`config.mk`:
```
export PLATFORM = sky130hd
export DESIGN_NAME = lpr_ram
export DESIGN_NICKNAME = d
export VERILOG_FILES = /design/src/hdl/lpr_ram.sv
export SDC_FILE = /design/constraint.sdc
export NUM_CORES = 1
export LEC_CHECK = 0
export BUFFER_PORTS_ARGS = -buffer_cell sky130_fd_sc_hd__buf_2
export CORE_ASPECT_RATIO = 0.6
export CORE_MARGIN = 2
export CORE_UTILIZATION = 43
export CTS_BUF_LIST = sky130_fd_sc_hd__clkbuf_8 sky130_fd_sc_hd__clkbuf_16
export DETAILED_ROUTE_END_ITERATION = 12
export GPL_TIMING_DRIVEN = 0
export PLACE_DENSITY = 0.64
export SYNTH_ARGS = -nofsm -noshare
export SYNTH_HDL_FRONTEND = slang
export SYNTH_SLANG_ARGS = --single-unit
```
`constraint.sdc`:
```
create_clock -name clk -period 2.65 [get_ports clk]
set_input_delay 0.53 -clock clk [delete_from_list [all_inputs] [get_ports clk]]
set_output_delay 0.53 -clock clk [all_outputs]
set_load 0.005 [all_outputs]
```
`src/hdl/lpr_ram.sv`:
```
module lpr_ram #(
  parameter int Width = 8,
  parameter int Depth = 16
) (
  input  logic                     clk,
  input  logic                     we,
  input  logic [$clog2(Depth)-1:0] waddr,
  input  logic [Width-1:0]         wdata,
  input  logic [$clog2(Depth)-1:0] raddr,
  output logic [Width-1:0]         rdata
);
  logic [Width-1:0] mem [Depth];
  always_ff @(posedge clk) begin
    if (we) begin
      mem[waddr] <= wdata;
    end
    rdata <= mem[raddr];
  end
endmodule

```
After elaboration in Yosys (flattened, before gate mapping). Memory sizes are Yosys's and may differ from the RTL's. A register that Yosys moved wholly into a read port is not among the register bits. Index checks and enable logic that the tools add are counted.

Flip-flop bits (word level): 0. RAM bits: 128. Input port bits: 18. Output and inout port bits: 8. Word-level logic and storage cells: 3. Memories: 1.

Memories: mem (depth 16, bits a word 8, read ports 1, clocked after Yosys merged registers in 1, wr ports 1, line 12) `logic [Width-1:0] mem [Depth];`.

Mux-type cells: 2.

Operator list (number): 1-bit two-way mux (2).

Logic depth before layout (Yosys ltp).
Depth in word-level cells: 2. Gate-level depth with buffers: 5. Mapped depth without buffers: 3.

Worst setup path after synthesis. Ideal clock, no wire load.

Kind: input to register. Start point: in waddr[2]. End point: mem mem[0][0] (enable). Library setup time: 0.383 ns. Arrival: 1.640 ns. Required time: 2.267 ns. Path slack: 0.627 ns. Stages on the path: 2. Path buffers: 0. Cell sequence: or3b_2 nor3_1.

RTL lines: start: declaration (line 7) `input logic [$clog2(Depth)-1:0] waddr,`; end: declaration (line 12).

No word-level cell before the write port.

Worst setup path after layout.
Start point: in waddr[2]. End point: mem mem[1][2] (enable).

No word-level cell before the write port.

==> run metrics <==
logic gate share of total power=0.046; Root Driver=clkbuf_16; Syn Std Cell Area=5150 um^2; minimum clock period=1850 ps; area of the multi-input gates=1070 um^2; Clk pwr share=0.486; number of synthesized flops with an enable pin=128; buffers added on ports=24; Initial DRT Pass Iterations=5; startpoint of the worst setup timing path=waddr[2]; leakage power=2.05 nW; DIE AREA=12900 um^2; data required time at the worst endpoint=2680 ps; post-detailed-placement cell area=5470 um^2; net count reported at finish=290; number of buffers added by the clock tree synthesis step=17; RSZ-0062 raised after global routing=no; post-detail-place hpwl=6.80 mm; clock transition at the register clock pins on the worst setup and hold paths after CTS=60 ps; worst-path maximum fanout=8; maximum clock frequency=0.541 GHz; most frequently used cell type in the post-synthesis netlist=edfxtp_1; FFs w/ async S/R, synth=0; net load switching power=1.01 mW; count of final hold-check violations=0; ratio of cells with drive above 1 in the final layout=0.291; VDD IR max=0.495 mV; internal power of the cells=4.16 mW; Worst Clk Skew=5.92 ps; MaxCap Viol Count=0; Mapped Nets=247; signed area change from the synthesized netlist to the final layout=18.7%; largest cells by area after synthesis=edfxtp_1, mux4_2, mux4_1; floorplan row count=30; n_diodes=0; number of primary I/O pins=26; buffers from clock root to sink, at most=2; Yosys warning total=0; synthesized netlist cell count=229; slew at the pin closest to its max-slew limit=1180 ps; clock tree from TritonCTS=yes; hold-fix buffers at CTS=0; core area=11500 um^2; worst slack at placement=-77.7 ps; final period utilization=0.697; fillers=886; power per cell area=845 nW/um^2; number of setup violations in the final report=0; residual overflow from global routing=0; relative max-transition margin=0.208; Critical Path AT=1880 ps; dominant cell type by area after synthesis=edfxtp_1; wire per inst=23.3 um; Synth Register Bits=136; status=complete, no violations; drt drc=0; later-pin clock latency in the skew report=410 ps; kind of start point of the critical path=input pin; Routed Antenna Nets=0; footprint of the flip-flops and latches=4000 um^2; share of synthesized area occupied by flip-flops and latches=0.778; largest net degree at the start of global routing=17; share of total power consumed by net switching=0.195; ys flop type=edfxtp_1; vertical extent of the die=88.8 um; top cells by instance count after synthesis=edfxtp_1, mux4_2, a22oi_1; startpoint of the worst-slack reg-to-reg timing path=mem[1][3]; RePlAce Congestion=0.812; Non-Filler Cell Area, Final=6110 um^2; Total Routing Usage GR=0.174; TNS Setup=0 ps; Yosys cell types=19; final worst slack=802 ps; HP Class=in -> reg; element type at the critical path end=register; critical hold path startpoint=wdata[7]; htree depth=4; drt initial violations=260; total design power=5.16 mW; Synth Area per Inst=22.5 um^2; via count normalized by instance count=5.43; starting density of the core=0.448; global-route wire length before repair=15.4 mm; sequential fraction of design power=0.468; Crit Path Category=in -> reg; number of antenna violations at the first check in global routing=0; die width=145 um; Final Slew Violations=0; count of clock tree sinks=136; post-synth top area share=0.747; number of global-route vias before repair=2396; total via count in the routed design=2417; number of buffers inserted by post-CTS setup repair=0; final WL=10.4 mm; post-cts sizing count=0
[worst max-delay path, cell delays in order]
cell and delay [ps]:
buf_2 110, or3b_2 540, nor2_1 690
[layout make-up]
class / instances / area share
multi-input combinational: 83 / 0.175
timing repair buffer: 24 / 0.0197
sequential: 136 / 0.655
clock inverter: 15 / 0.0342
buffer: 10 / 0.0141
clock buffer: 17 / 0.0696
tap: 160 / 0.0328
[sequential cells by signal, summed over array words and instances (netlist names)]
name	cells
mem	128
rdata	8
[placed cells by master, fill, tap and decap left out]
master and count:
clkinv_1 3, clkinv_4 3, nand3_1 1, clkinv_2 2, edfxtp_1 128, inv_1 1, nor3_1 2, or3b_2 1
nand2_1 9, nand3b_1 2, clkinvlp_4 1, nor2b_1 1, dfxtp_1 8, nor3_2 2, and2_1 1, nor2_1 13
buf_6 3, mux4_1 14, nand2b_1 2, mux4_2 18, and2b_1 1, a22oi_1 16, buf_4 1, bufinv_16 5
buf_2 27, clkbuf_16 17, clkdlybuf4s25_2 3
[routing by layer]
| metal | vias to the layer above | share of wire | wire (um) | GRT usage |
|---|---|---|---|---|
| li1 | 1063 | - | - | - |
| met1 | 1273 | 0.49 | 5040 | 0.260 |
| met2 | 76 | 0.45 | 4640 | 0.252 |
| met3 | 5 | 0.062 | 648 | 0.0531 |
| met4 | 0 | 0.0041 | 43 | 0.0428 |
| met5 | - | 0 | 0 | 0 |
[power groups by stage]
| stage | clock (mW) | sequential, mW | combinational (mW) |
|---|---|---|---|
| 3_5_place_dp | 0 | 2.46 | 0.235 |
| 5_1_grt | 2.64 | 2.42 | 0.252 |
| 4_1_cts | 2.54 | 2.42 | 0.236 |
| 6_report | 2.51 | 2.42 | 0.236 |
| 3_3_place_gp | 0 | 2.46 | 0.230 |
| 2_1_floorplan | 0 | 2.46 | 0.122 |
[kinds of logic after synthesis]
group	Yosys count	share of synthesized area
simple gates	35	0.0318
flops	136	0.778
mux	32	0.150
compound gates	16	0.0233
buf+inv	10	0.0168
[stage by stage]
stage                     cells  hold slack (ps)   util
after floorplan             229              629      -
after global placement      413              682  0.476
after detailed placement    413              681  0.476
after CTS                   445              527  0.531
after global routing        445              532  0.532
final                       445              540  0.532
[final timing paths]
kind | to | slack, ps | cells after the start
worst max-delay path | mem[1][2] | 800 | 3
worst min register to register | rdata[0] | 690 | 3
worst max register to register | rdata[3] | 1230 | 3
worst min-delay path | mem[1][7] | 540 | 1
Power figures use the tool's default switching activity.
